===== config.mk =====
export PLATFORM = sky130hd
export DESIGN_NAME = array_double_ended_queue
export DESIGN_NICKNAME = d
export VERILOG_FILES = /design/src/rtl/adq_pkg.sv /design/src/rtl/adq_ram.sv /design/src/rtl/adq_ctrl.sv /design/src/rtl/array_double_ended_queue.sv
export SDC_FILE = /design/constraint.sdc
export NUM_CORES = 1
export LEC_CHECK = 0
export BUFFER_PORTS_ARGS = -buffer_cell sky130_fd_sc_hd__buf_2
export CORE_UTILIZATION = 30
export DETAILED_ROUTE_END_ITERATION = 7
export GPL_TIMING_DRIVEN = 0
export PLACE_DENSITY = 0.52
export SYNTH_ARGS = -nofsm -noshare
export SYNTH_HDL_FRONTEND = slang
export SYNTH_SLANG_ARGS = --single-unit

===== constraint.sdc =====
create_clock -name aclk -period 8 [get_ports aclk]
set_clock_uncertainty 0.15 [all_clocks]
set_input_delay 0.8 -clock aclk [delete_from_list [all_inputs] [get_ports aclk]]
set_output_delay 0.8 -clock aclk [all_outputs]
set_load 0.05 [all_outputs]

===== src/rtl/adq_pkg.sv =====
// Shared types, codes and widths of the array double-ended queue.
package adq_pkg;

    localparam int ADQ_MAX_SLOTS   = 16;
    localparam int ADQ_DATA_W      = 32;
    localparam int ADQ_CAP_W       = 5;
    localparam int ADQ_OCC_W       = 5;
    localparam int ADQ_OP_W        = 2;
    localparam int ADQ_STAT_W      = 2;
    localparam int ADQ_IN_TDATA_W  = 40;
    localparam int ADQ_OUT_TDATA_W = 40;
    localparam int ADQ_APB_ADDR_W  = 3;
    localparam int ADQ_APB_DATA_W  = 32;

    localparam logic [ADQ_CAP_W-1:0] ADQ_CAP_RESET = 5'd16;

    // Register index of capacity_in_use (word address paddr[2]).
    localparam logic ADQ_REG_CAPACITY = 1'b0;

    typedef enum logic [ADQ_OP_W-1:0] {
        OP_PUSH_FRONT = 2'd0,
        OP_PUSH_REAR  = 2'd1,
        OP_POP_FRONT  = 2'd2,
        OP_POP_REAR   = 2'd3
    } adq_op_t;

    typedef enum logic [ADQ_STAT_W-1:0] {
        ST_DONE      = 2'd0,
        ST_OVERFLOW  = 2'd1,
        ST_UNDERFLOW = 2'd2
    } adq_status_t;

    typedef struct packed {
        adq_status_t            status;
        logic [ADQ_OCC_W-1:0]   occupancy;
        logic                   pop_ok;
    } adq_rslt_t;

endpackage


===== src/rtl/adq_ram.sv =====
// Generic single-port-write, single-port-read RAM with registered read data.
module adq_ram #(
    parameter int WIDTH = 32,
    parameter int DEPTH = 16
) (
    input  logic                     aclk,
    input  logic                     wr_en,
    input  logic [$clog2(DEPTH)-1:0] wr_addr,
    input  logic [WIDTH-1:0]         wr_data,
    input  logic                     rd_en,
    input  logic [$clog2(DEPTH)-1:0] rd_addr,
    output logic [WIDTH-1:0]         rd_data
);

    logic [WIDTH-1:0] mem [DEPTH];

    always_ff @(posedge aclk) begin
        if (wr_en) begin
            mem[wr_addr] <= wr_data;
        end
        if (rd_en) begin
            rd_data <= mem[rd_addr];
        end
    end

endmodule


===== src/rtl/adq_ctrl.sv =====
// Index and empty-flag bookkeeping of the deque; decides each operation's outcome.
module adq_ctrl #(
    parameter int MAX_SLOTS = adq_pkg::ADQ_MAX_SLOTS
) (
    input  logic                         aclk,
    input  logic                         aresetn,
    input  logic [adq_pkg::ADQ_CAP_W-1:0] cap_cfg,
    input  logic                         accept,
    input  logic [adq_pkg::ADQ_OP_W-1:0] op,
    output logic                         wr_en,
    output logic [$clog2(MAX_SLOTS)-1:0] wr_addr,
    output logic                         rd_en,
    output logic [$clog2(MAX_SLOTS)-1:0] rd_addr,
    output adq_pkg::adq_rslt_t           rslt
);
    import adq_pkg::*;

    localparam int IW = $clog2(MAX_SLOTS);
    // Wide enough for capacity, index + 1 and the occupancy count.
    localparam int CW = (IW + 1 > ADQ_CAP_W) ? IW + 1 : ADQ_CAP_W;
    localparam logic [CW-1:0] MAX_CAP = CW'(MAX_SLOTS);
    localparam logic [CW-1:0] ONE     = CW'(1);

    logic [IW-1:0] front_reg, front_next;
    logic [IW-1:0] rear_reg,  rear_next;
    logic          empty_reg, empty_next;
    logic [CW-1:0] cap_ext, cap_eff, occ_full;
    logic          wr_req;

    always_ff @(posedge aclk) begin
        if (!aresetn) begin
            front_reg <= '0;
            rear_reg  <= '0;
            empty_reg <= 1'b1;
        end else if (accept) begin
            front_reg <= front_next;
            rear_reg  <= rear_next;
            empty_reg <= empty_next;
        end
    end

    // A capacity of zero counts as one; above the array size it is clamped.
    always_comb begin
        cap_ext = CW'(cap_cfg);
        if (cap_ext == '0) begin
            cap_eff = ONE;
        end else if (cap_ext > MAX_CAP) begin
            cap_eff = MAX_CAP;
        end else begin
            cap_eff = cap_ext;
        end
    end

    always_comb begin
        front_next  = front_reg;
        rear_next   = rear_reg;
        empty_next  = empty_reg;
        wr_req      = 1'b0;
        wr_addr     = front_reg;
        rd_addr     = front_reg;
        rslt.status = ST_DONE;
        rslt.pop_ok = 1'b0;

        unique case (adq_op_t'(op))
            OP_PUSH_FRONT: begin
                if (empty_reg) begin
                    front_next = '0;
                    rear_next  = '0;
                    empty_next = 1'b0;
                    wr_req     = 1'b1;
                    wr_addr    = '0;
                end else if (front_reg != '0) begin
                    front_next = front_reg - 1'b1;
                    wr_req     = 1'b1;
                    wr_addr    = front_reg - 1'b1;
                end else begin
                    rslt.status = ST_OVERFLOW;
                end
            end
            OP_PUSH_REAR: begin
                if (empty_reg) begin
                    front_next = '0;
                    rear_next  = '0;
                    empty_next = 1'b0;
                    wr_req     = 1'b1;
                    wr_addr    = '0;
                end else if (CW'(rear_reg) + ONE >= cap_eff) begin
                    rslt.status = ST_OVERFLOW;
                end else begin
                    rear_next = rear_reg + 1'b1;
                    wr_req    = 1'b1;
                    wr_addr   = rear_reg + 1'b1;
                end
            end
            OP_POP_FRONT: begin
                rd_addr = front_reg;
                if (empty_reg) begin
                    rslt.status = ST_UNDERFLOW;
                end else begin
                    rslt.pop_ok = 1'b1;
                    if (front_reg == rear_reg) begin
                        front_next = '0;
                        rear_next  = '0;
                        empty_next = 1'b1;
                    end else begin
                        front_next = front_reg + 1'b1;
                    end
                end
            end
            OP_POP_REAR: begin
                rd_addr = rear_reg;
                if (empty_reg) begin
                    rslt.status = ST_UNDERFLOW;
                end else begin
                    rslt.pop_ok = 1'b1;
                    if (front_reg == rear_reg) begin
                        front_next = '0;
                        rear_next  = '0;
                        empty_next = 1'b1;
                    end else begin
                        rear_next = rear_reg - 1'b1;
                    end
                end
            end
            default: begin
                rslt.status = ST_DONE;
            end
        endcase

        occ_full       = CW'(rear_next) - CW'(front_next) + ONE;
        rslt.occupancy = empty_next ? '0 : occ_full[ADQ_OCC_W-1:0];
    end

    assign wr_en = accept && wr_req;
    assign rd_en = accept;

endmodule


===== src/rtl/array_double_ended_queue.sv =====
// Top level of the array double-ended queue with stream channels and APB configuration.
// After an item is transferred in, its result is held in stage one (index update and
// store read), then in the output register. Throughput: one item per cycle while the
// result channel does not stall; the element store's single read port sets that figure.
// Reset (synchronous, aresetn low) empties the deque, sets capacity to 16 and drops all
// pending results; the element store itself is not cleared.
module array_double_ended_queue #(
    parameter int MAX_SLOTS = adq_pkg::ADQ_MAX_SLOTS
) (
    input  logic                                 aclk,
    input  logic                                 aresetn,

    // Input channel. s_tdata: [1:0] operation, [33:2] item_value, [39:34] zero.
    input  logic                                 s_tvalid,
    output logic                                 s_tready,
    input  logic [adq_pkg::ADQ_IN_TDATA_W-1:0]   s_tdata,

    // Result channel. m_tdata: [1:0] status, [33:2] removed_item, [38:34] occupancy,
    // [39] zero.
    output logic                                 m_tvalid,
    input  logic                                 m_tready,
    output logic [adq_pkg::ADQ_OUT_TDATA_W-1:0]  m_tdata,

    // Configuration port.
    input  logic                                 psel,
    input  logic                                 penable,
    input  logic                                 pwrite,
    input  logic [adq_pkg::ADQ_APB_ADDR_W-1:0]   paddr,
    input  logic [adq_pkg::ADQ_APB_DATA_W-1:0]   pwdata,
    output logic [adq_pkg::ADQ_APB_DATA_W-1:0]   prdata,
    output logic                                 pready
);
    import adq_pkg::*;

    localparam int IW = $clog2(MAX_SLOTS);

    // Configuration register: capacity_in_use.
    logic [ADQ_CAP_W-1:0] cap_reg;

    // Stage one holds the outcome of an accepted item while the store read completes.
    logic       st1_valid_reg;
    adq_rslt_t  st1_rslt_reg;
    logic       st1_adv;

    // Output register feeding the result channel.
    logic                       out_valid_reg;
    logic [ADQ_OUT_TDATA_W-1:0] out_tdata_reg;

    logic                  accept;
    logic                  wr_en, rd_en;
    logic [IW-1:0]         wr_addr, rd_addr;
    logic [ADQ_DATA_W-1:0] rd_data;
    logic [ADQ_DATA_W-1:0] removed;
    adq_rslt_t             rslt;

    // The register is written in the APB access phase; pready is tied high, so every
    // write completes without wait states. Writes beyond the register list are ignored.
    assign pready = 1'b1;

    always_ff @(posedge aclk) begin
        if (!aresetn) begin
            cap_reg <= ADQ_CAP_RESET;
        end else if (psel && penable && pwrite && (paddr[2] == ADQ_REG_CAPACITY)) begin
            cap_reg <= pwdata[ADQ_CAP_W-1:0];
        end
    end

    assign prdata = (paddr[2] == ADQ_REG_CAPACITY)
                    ? {{(ADQ_APB_DATA_W-ADQ_CAP_W){1'b0}}, cap_reg}
                    : '0;

    // Stage one moves on whenever the output register is free or being drained,
    // so a new transfer is taken whenever stage one is empty or moving on.
    assign st1_adv  = st1_valid_reg && (!out_valid_reg || m_tready);
    assign s_tready = !st1_valid_reg || st1_adv;
    assign accept   = s_tvalid && s_tready;

    adq_ctrl #(
        .MAX_SLOTS (MAX_SLOTS)
    ) u_ctrl (
        .aclk    (aclk),
        .aresetn (aresetn),
        .cap_cfg (cap_reg),
        .accept  (accept),
        .op      (s_tdata[ADQ_OP_W-1:0]),
        .wr_en   (wr_en),
        .wr_addr (wr_addr),
        .rd_en   (rd_en),
        .rd_addr (rd_addr),
        .rslt    (rslt)
    );

    // Every accepted item reads the store and a push also writes it; a pop that
    // follows a push reads only after the write has landed.
    adq_ram #(
        .WIDTH (ADQ_DATA_W),
        .DEPTH (MAX_SLOTS)
    ) u_store (
        .aclk    (aclk),
        .wr_en   (wr_en),
        .wr_addr (wr_addr),
        .wr_data (s_tdata[ADQ_OP_W +: ADQ_DATA_W]),
        .rd_en   (rd_en),
        .rd_addr (rd_addr),
        .rd_data (rd_data)
    );

    always_ff @(posedge aclk) begin
        if (!aresetn) begin
            st1_valid_reg <= 1'b0;
        end else if (accept) begin
            st1_valid_reg <= 1'b1;
        end else if (st1_adv) begin
            st1_valid_reg <= 1'b0;
        end
    end

    always_ff @(posedge aclk) begin
        if (accept) begin
            st1_rslt_reg <= rslt;
        end
    end

    // Only a successful pop reports the removed element; all else reports zero.
    assign removed = st1_rslt_reg.pop_ok ? rd_data : '0;

    always_ff @(posedge aclk) begin
        if (!aresetn) begin
            out_valid_reg <= 1'b0;
        end else if (st1_adv) begin
            out_valid_reg <= 1'b1;
        end else if (m_tready) begin
            out_valid_reg <= 1'b0;
        end
    end

    always_ff @(posedge aclk) begin
        if (st1_adv) begin
            out_tdata_reg <= {1'b0, st1_rslt_reg.occupancy, removed, st1_rslt_reg.status};
        end
    end

    assign m_tvalid = out_valid_reg;
    assign m_tdata  = out_tdata_reg;

endmodule

# ---- Word-level counts from Yosys, hierarchy flattened
# Memories as Yosys holds them, arrays and structs flattened. A register that Yosys moved wholly into a read port is not among the register bits.
# Index checks and enable logic that the tools add are counted.
dict set report totals {
  input_bits 82
  mem_bits_rw 512
  wordCells 87
  reg_bits 63
  mem_count 1
  out_inout_bits 75
}
# memory words width rd rd_ports_with_merged_regs write_ports line_no
set memory_table {}
lappend memory_table {u_store.mem 16 32 1 1 1 adq_ram.sv:15} ;# logic [WIDTH-1:0] mem [DEPTH];
dict set report classes {
  magnitude_cmp 2
  eq_ne 4
  add_sub_neg 7
  muxes 44
  bitwise_logic 1
  n_reduce_logical 17
}
# cell n
set op_table {}
lappend op_table {{4-bit two-way mux} 17}
lappend op_table {{4-bit case mux with 4 select lines} 2}
lappend op_table {{1-bit two-way mux} 15}
lappend op_table {{5-bit two-way mux} 3}
lappend op_table {{4-bit by 1-bit adder with 4-bit output (second input constant)} 2}
lappend op_table {{4-bit case mux with 2 select lines} 1}
lappend op_table {{4-bit by 1-bit subtractor with 4-bit output (second input constant)} 2}
lappend op_table {{1-bit logical AND} 6}
lappend op_table {{2-bit two-way mux} 3}
lappend op_table {{2-bit case mux with 3 select lines} 1}
lappend op_table {{4-bit by 1-bit adder with 5-bit output (second input constant)} 1}
lappend op_table {{5-bit by 1-bit adder with 5-bit output (second input constant)} 1}
lappend op_table {{5-bit >= comparator} 1}
lappend op_table {{5-bit greater-than comparator (second input constant)} 1}
lappend op_table {{5-bit zero test} 1}
lappend op_table {{4-bit by 4-bit subtractor with 5-bit output} 1}
lappend op_table {{2-bit == test (second input constant)} 2}
lappend op_table {{4-bit == test} 1}
lappend op_table {{1-bit case mux with 2 select lines} 2}
lappend op_table {{2-bit nonzero test} 2}
lappend op_table {{4-bit nonzero test} 1}
lappend op_table {{2-bit OR reduction} 2}
lappend op_table {{2-bit by 1-bit == test with 1-bit output (second input constant)} 1}
lappend op_table {{1-bit zero test} 2}
lappend op_table {{3 further kinds} 4}

# ---- Longest topological paths before layout
# Gate-level depths: netlist (run 1).
dict set report depth {
  depth_word 10
  depth_mapped 17
  depth_no_buf 16
}

# ---- By module
# From an unflattened synthesis (run 1), not the netlist that was laid out.
dict set report unflattened {
  hier_cells 1221
  hier_area_um2 23975.5
}
# module cells_per_inst seq_area_each_um2 area_each_um2 n_inst
set by_module_without_submodules {}
lappend by_module_without_submodules {adq_ram 838 16335.7 20155.6 1}
lappend by_module_without_submodules {array_double_ended_queue 150 1551.5 2194.6 1}
lappend by_module_without_submodules {adq_ctrl 233 180.2 1625.3 1}

# ---- Least setup slack after synthesis (run 1)
# OpenSTA, ideal clock, no wires.
dict set report synth_timing {
  kind {register to register}
  from {reg u_ctrl.rear_reg[0]}
  to {mem u_store.mem[14][0] (enable)}
  path_stages_with_launch 12
  setup_time_ns 0.421
  period_less_slack_ns 4.206
  t_required_ns 7.429
  n_path_buf 2
  arrival_time_ns 3.635
  path_slack_ns 3.794
  path_cell_list {dfxtp_1 > buf_2 > inv_1 > ha_1 > ha_1 > a21o_1 > a31oi_1 > o21a_1 > buf_2 > a31o_2 > nand3_1 > nor2_1}
}
dict set report synth_via {
  elab_chain_len 8
  elab_cells_between_ends 12
  classes_between {2 x add/sub; 1 x order compare; 8 x mux; 1 x reduce/logical}
}
# element line_no
set synth_rtl {}
lappend synth_rtl {{start: declaration} adq_ctrl.sv:25} ;# logic [IW-1:0] rear_reg, rear_next;
lappend synth_rtl {{start signal: assignment} adq_ctrl.sv:37} ;# rear_reg <= rear_next;
lappend synth_rtl {{4-bit by 1-bit adder with 5-bit output} adq_ctrl.sv:87} ;# end else if (CW'(rear_reg) + ONE >= cap_eff) begin
lappend synth_rtl {{5-bit >= comparator} adq_ctrl.sv:87}
lappend synth_rtl {{1-bit two-way mux} adq_ctrl.sv:87}
lappend synth_rtl {{1-bit two-way mux} adq_ctrl.sv:81} ;# if (empty_reg) begin
lappend synth_rtl {{1-bit case mux with 2 select lines} adq_ctrl.sv:64} ;# unique case (adq_op_t'(op))
lappend synth_rtl {{1-bit logical AND} adq_ctrl.sv:134} ;# assign wr_en = accept && wr_req;
lappend synth_rtl {{1-bit two-way mux} adq_ram.sv:18} ;# if (wr_en) begin
lappend synth_rtl {{1-bit two-way mux (implied by the code)} adq_ram.sv:19} ;# mem[wr_addr] <= wr_data;
lappend synth_rtl {{end: declaration} adq_ram.sv:15}
# Several ways; a longest one is shown, not always the timed one.

# ---- Worst setup path after layout (run 1)
dict set report layout_timing {
  from {reg u_ctrl.rear_reg[0]}
  to {mem u_store.mem[8][15] (enable)}
}
# The elaborated chain is that of the path after synthesis.

==> flow_summary.ini, run 1 <==
[status]
status = finished, final reports clean

[final_layout]
final_cell_mix = 591 x edfxtp_1, 246 x nand2_1, 114 x buf_2
area_growth_pct = 17.84
layout_commonest_cell = edfxtp_1
largest_reg_flops = 512
nFillCells = 7433
drive_gt1_frac = 0.2009
antenna_cells = 0
multi_input_area_um2 = 5597
fin_nets = 1771
largest-register = u_store.mem
seq_area_um2 = 18070

[route]
drtIter0Drc = 1016
viasPerCell = 4.757
wl_per_cell_um = 21.22
drc = 0
antenna_left = 0
via_count = 13187
route.final.wire_length_um = 58810
drtPass1Iterations = 5

[run]
max-cap-violations = 0

[yosys]
syn_area_um2 = 24120
synth_compound_gate_area_share = 0.04202
syn_avg_cell_area_um2 = 16.34
synth-edff-count = 591
synth_top_area_frac = 0.7358
synth-async-reset-ratio = 0
synth_top_family_by_area = simple AND/OR/NAND/NOR gates
synth_top_area_cell = edfxtp_1
syn_inst = 1476
synth_xor_area_frac = 0.005084
seq_area_frac_synth = 0.7491
synthFlopType = edfxtp_1
synthAdderAreaFrac = 0.009131
synth_cell_types = 61
synthSimpleGateAreaFrac = 0.08830
synth_seq_cells = 607
synthTopCellsByArea = edfxtp_1 74%, mux4_2 6.0%, nand2_1 3.8%
muxShareOfSynthArea = 0.07771
yosysWarningCount = 0

[critical_path]
critPathKind = flip-flop to flip-flop
crit_required_ps = 8160
cp-end-kind = flip-flop
cp.arrival_ps = 4470
worstPathMaxFanout = 17
worstSetupStartpointType = flip-flop

[timing]
rsz0062_at_grt = false
max_freq_mhz = 232.2
setup_slack_ps = 3693
timing.hold.ws_ps = 269.8
relSlewSlack = 0.2424
worst_pin_slew_ps = 1127
finalHoldViolations = 0
period_share = 0.5384
setup_tns_ps = 0
slew_violations = 0
fin_crit_ps = 4307
finalSetupViolations = 0

[grt]
grt_util_all_layers = 0.1443
grt_antenna_before_repair = 1
grt_pass1_wl_um = 87600
grt_pass1_vias = 13606
grt_max_degree = 50
overflow = 0

[floorplanning]
die_w_um = 285.5
rows = 103
io_pins = 157
coreArea_um2 = 79260
start_util = 0.3043
die_area_um2 = 81530
die_height_um = 285.5

[power]
power_density_nw_per_um2 = 239.5
vdd_drop_max_mv = 0.1437
p_leak_nw = 9.729

[cts]
cts_buffers = 60
cts_hold_buf = 0
cts_tree = yes
clk_latency_ps = 620
cts-root-buf = clkbuf_16
clk_pin_slew_ps = 60
clkSinkCount = 607
postCtsResizedCells = 0
post_cts_buffers = 0
htree_levels = 2
clk_path_buf_depth = 3

[worst_hold_path]
hp-class = input port to flip-flop

[place]
routabilityCongestion = 0.8304
pre_cts_ws_ps = 3670
place.port_buffers = 90
dp_hpwl_um = 38640
through the flow:
step | instances | power, W | area (um^2) | utilization
final | 2772 | 0.006806 | 28420 | 0.3586
after global routing | 2772 | 0.007044 | 28420 | 0.3586
after global placement | 2643 | 0.004088 | 25980 | 0.3278
after floorplan | 1503 | 0.003924 | 24220 | -
after CTS | 2772 | 0.006890 | 28420 | 0.3586
after detailed placement | 2660 | 0.004105 | 26480 | 0.3341
where the power goes:
group / internal, W / total (W) / switching [W] / leakage (nW)
logic: 0.000134 / 0.000460 / 0.000326 / 3.29
registers: 0.00356 / 0.00357 / 0.0000147 / 5.51
clock network: 0.00160 / 0.00278 / 0.00118 / 0.938
cell families after synthesis:
kind of cell             Yosys count
flip-flops                       607
AND/OR/NAND/NOR                  467
AO/OA/AOI/OAI                    139
buffers and inverters            124
multiplexers                     106
adder cells (fa/ha/maj)           17
XOR/XNOR                          14
other                              2
area by class of cell:
type / instances / area share
Inverter: 14 / 0.001849
Timing Repair Buffer: 107 / 0.02862
Sequential cell: 607 / 0.6357
Clock buffer: 67 / 0.05375
Buffer: 110 / 0.02232
Clock inverter: 45 / 0.01462
Tap cell: 1050 / 0.04622
Multi-Input combinational cell: 772 / 0.1969
cells in the mapped netlist (16+ instances only):
cell        n
and2_1     33
ha_1       16
nor2_1     39
mux2i_1    41
edfxtp_1  591
buf_4      37
mux4_2     64
a22oi_1    33
a21oi_1    19
nor2b_1    16
clkbuf_1   42
nand3_1    77
buf_2      24
dfxtp_1    16
nand4_1    33
a32oi_1    33
nand2_1   246
worst max-delay path: stages, from the launching register on:
cell     delay [ps]
dfxtp_1         370
buf_2           240
inv_1           140
ha_1            370
ha_1            200
a21o_1          170
a31oi_1         330
o21a_1          260
buf_2           240
o211a_1         200
nand3_1         320
nor2_4          720
buf_16          240
routing by layer:
| metal | GRT usage | wire [um] |
|---|---|---|
| met3 | 0.02137 | 2769 |
| met2 | 0.2553 | 29920 |
| met1 | 0.1832 | 25060 |
| met4 | 0.03944 | 1060 |
| met5 | 0 | 0 |
path summary, 6_finish.rpt:
check,startpoint,end,slack (ps),cells past startpoint
max,u_ctrl.rear_reg[0]$_SDFFE_PN0P_,u_store.mem[8][15]$_DFFE_PP_,3690,12
min,pwdata[4],cap_reg[4]$_SDFFE_PN1P_,270,3
max reg2reg,u_ctrl.rear_reg[0]$_SDFFE_PN0P_,u_store.mem[8][15]$_DFFE_PP_,3690,12
min reg2reg,st1_rslt_reg[7]$_DFFE_PP_,m_tdata[1]$_DFFE_PP_,270,0
Power figures use the tool's default switching activity.
==> inputs of run 2 (changes only) <==
--- a/config.mk
+++ b/config.mk
@@ -5,6 +5,7 @@
 export SDC_FILE = /design/constraint.sdc
 export NUM_CORES = 1
 export LEC_CHECK = 0
+export ABC_AREA = 1
 export BUFFER_PORTS_ARGS = -buffer_cell sky130_fd_sc_hd__buf_2
 export CORE_UTILIZATION = 30
 export DETAILED_ROUTE_END_ITERATION = 7
==> constraint.sdc (replaced) <==
create_clock -name aclk -period 4.1 [get_ports aclk]
set_clock_uncertainty 0.15 [all_clocks]
set_input_delay 0.41 -clock aclk [delete_from_list [all_inputs] [get_ports aclk]]
set_output_delay 0.41 -clock aclk [all_outputs]
set_load 0.05 [all_outputs]
==> flow_summary.ini, run 2 <==
[floorplanning]
coreArea_um2 = 81980
start_util = 0.3029
die_height_um = 289.7
io_pins = 157
die_w_um = 289.7
die_area_um2 = 83920
rows = 105

[place]
dp.cells = 3216
pre_cts_ws_ps = -95.27
routabilityCongestion = 0.8468
dp_hpwl_um = 46490
placed_area_um2 = 27280
place.port_buffers = 92

[power]
p_comb_frac = 0.109
vdd_drop_max_mv = 0.2618
power_density_nw_per_um2 = 482.3
pwr-share-clk = 0.403
p_leak_nw = 10.47
p_sw_frac = 0.2550
p_seq_frac = 0.489
p_sw_w = 0.003660
p_int_w = 0.01069

[timing]
relSlewSlack = 0.3590
slew_violations = 0
max_freq_mhz = 262.5
finalHoldViolations = 0
worst_pin_slew_ps = 961.4
setup_slack_ps = 291.0
setup_tns_ps = 0
period_share = 0.9290
rsz0062_at_grt = false
fin_crit_ps = 3809
finalSetupViolations = 0

[critical_path]
crit_required_ps = 4410
worstSetupStartpointType = flip-flop
critPathKind = flip-flop to flip-flop
reg2reg_depth = 18
crit_cells = 18
worstPathMaxFanout = 8
crit_buf_inv = 3
cpLargestDelayFamily = adder cells
cp-end-kind = flip-flop
reg2reg_slack_ps = 290
r2r-end = st1_rslt_reg[5]$_SDFFCE_PP0P_
worst_path_max_delay_cell = dfxtp_1
reg2reg_from = u_ctrl.rear_reg[0]$_SDFFE_PN0P_
cp.arrival_ps = 4120
cp-startpoint = u_ctrl.rear_reg[0]$_SDFFE_PN0P_
crit_end = st1_rslt_reg[5]$_SDFFCE_PP0P_
path_cells = buf_2 > inv_1 > ha_1 > ha_1 > nand2_1 > nand2_1 > a21oi_1 > nand3_1 > nand3_1 > nand3_1 > nand2_1 > inv_1 > ha_1 > ha_1 > a21oi_1 > nand2_1 > or2_2 > a21oi_1
max_stage_delay_ps = 360

[grt]
grt_pass1_vias = 15995
grt_util_all_layers = 0.1702
met1_usage = 0.2210
grt_max_degree = 50
use_met2 = 0.2935
grt_pass1_wl_um = 104000
grt_busiest_layer = met2
grt_antenna_before_repair = 2
use_met3 = 0.02441
overflow = 0

[status]
status = finished, violations left
violations = DRC

[cts]
htree_levels = 3
clk_path_buf_depth = 3
clk_pin_slew_ps = 60
clkSinkCount = 607
cts_tree = yes
clk_latency_ps = 610
cts-root-buf = clkbuf_16
cts_buffers = 66

[route]
antenna_left = 0
viasPerCell = 4.857
wl_per_cell_um = 21.30
drtIter0Drc = 1501
route.final.wire_length_um = 71580
drtPass1Iterations = 8
via_count = 16318
drc = 4

[yosys]
netlist_top_cells_count = 591 x edfxtp_1, 433 x nor2_1, 239 x o21ai_0
synth_seq_cells = 607
syn_inst = 2009
synthTopCellsByArea = edfxtp_1 71%, nor2_1 6.5%, o21ai_0 4.8%
synth-edff-count = 591
seq_area_frac_synth = 0.7277
synth-async-reset-ratio = 0
syn_area_um2 = 24830
yosysWarningCount = 0
syn_avg_cell_area_um2 = 12.36
synthFlopType = edfxtp_1
yosysMostFrequentCell = edfxtp_1
synth_top_area_frac = 0.7148
synth_top_area_cell = edfxtp_1
synth_cell_types = 29

[final_layout]
layout_commonest_cell = edfxtp_1
area_growth_pct = 19.85
antenna_cells = 0
largest-register = u_store.mem
stdcell_count = 3360
fin_nets = 2341
post-route-cell-area_um2 = 29760
drive_gt1_frac = 0.1598
largest_reg_flops = 512
final_cell_mix = 591 x edfxtp_1, 417 x nor2_1, 239 x o21ai_0

[worst_hold_path]
hp-class = input port to flip-flop

[run]
max-cap-violations = 0
-- run 2: cell families (layout without fill, tap and decap cells) --
family,count (synthesis),after routing,synth area share
adders and majority gates,17,17,0.008869
DFF,607,607,0.7277
AOI/OAI and AO/OA,431,431,0.1007
buffers and inverters,237,490,0.04621
xor gates and xnor gates,6,6,0.002116
and+or+nand+nor,709,710,0.1141
other,2,29,0.0003025
-- run 2: power by group through the flow --
stage / registers [W] / logic [W] / clock network, W
floorplan: 0.00722 / 0.000860 / 0
global placement: 0.00715 / 0.00149 / 0
detailed placement: 0.00714 / 0.00155 / 0
CTS: 0.00701 / 0.00157 / 0.00589
global route: 0.00702 / 0.00172 / 0.00609
finish: 0.00701 / 0.00156 / 0.00578
-- run 2: area by class of cell --
| type | count | area (um^2) |
|---|---|---|
| Tap cell | 1070 | 1339 |
| Clock buffer | 76 | 1689 |
| Fill cell | 7911 | 52220 |
| Sequential cell | 607 | 18070 |
| Inverter | 93 | 349.1 |
| Multi-Input combinational cell | 1193 | 5873 |
| Clock inverter | 40 | 370.4 |
| Buffer | 144 | 802.0 |
| Timing Repair Buffer | 137 | 1269 |
-- run 2: how the worst min path moves through the flow --
stage | from | endpoint | cells past startpoint
after floorplan | st1_rslt_reg[6]$_DFFE_PP_ | m_tdata[0]$_DFFE_PP_ | 0
after global placement | st1_rslt_reg[7]$_DFFE_PP_ | m_tdata[1]$_DFFE_PP_ | 0
after detailed placement | st1_rslt_reg[1]$_SDFFCE_PP0P_ | m_tdata[34]$_DFFE_PP_ | 0
after CTS | s_tdata[22] | u_store.mem[6][20]$_DFFE_PP_ | 1
after global routing | s_tdata[22] | u_store.mem[6][20]$_DFFE_PP_ | 1
final | s_tdata[26] | u_store.mem[6][24]$_DFFE_PP_ | 1
-- run 2: metrics by stage --
stage | power (W) | util | hold slack, ps
after global routing | 0.01483 | 0.3630 | 31.70
after floorplan | 0.008077 | - | 250.3
after CTS | 0.01447 | 0.3617 | 5.613
after global placement | 0.008646 | 0.3261 | 258.3
after detailed placement | 0.008692 | 0.3328 | 254.5
final | 0.01435 | 0.3630 | 37.20
-- run 2: timing repair --
item / in CTS / in global routing
pin swaps: 8 / 7
cloned: 0 / 1
hold buffers: 9 / 0
gates resized for setup: 2 / 2
endpoints found under the hold margin: 12 / 0
buffers inserted: 11 / 7
endpoints found under the setup margin: 134 / 164
-- run 2: per-layer routing --
metal | part of all wire | up-vias
met3 | 0.057 | 89
met4 | 0.018 | 4
met2 | 0.49 | 531
met1 | 0.43 | 8086
li1 | - | 7608
met5 | 0.00022 | -
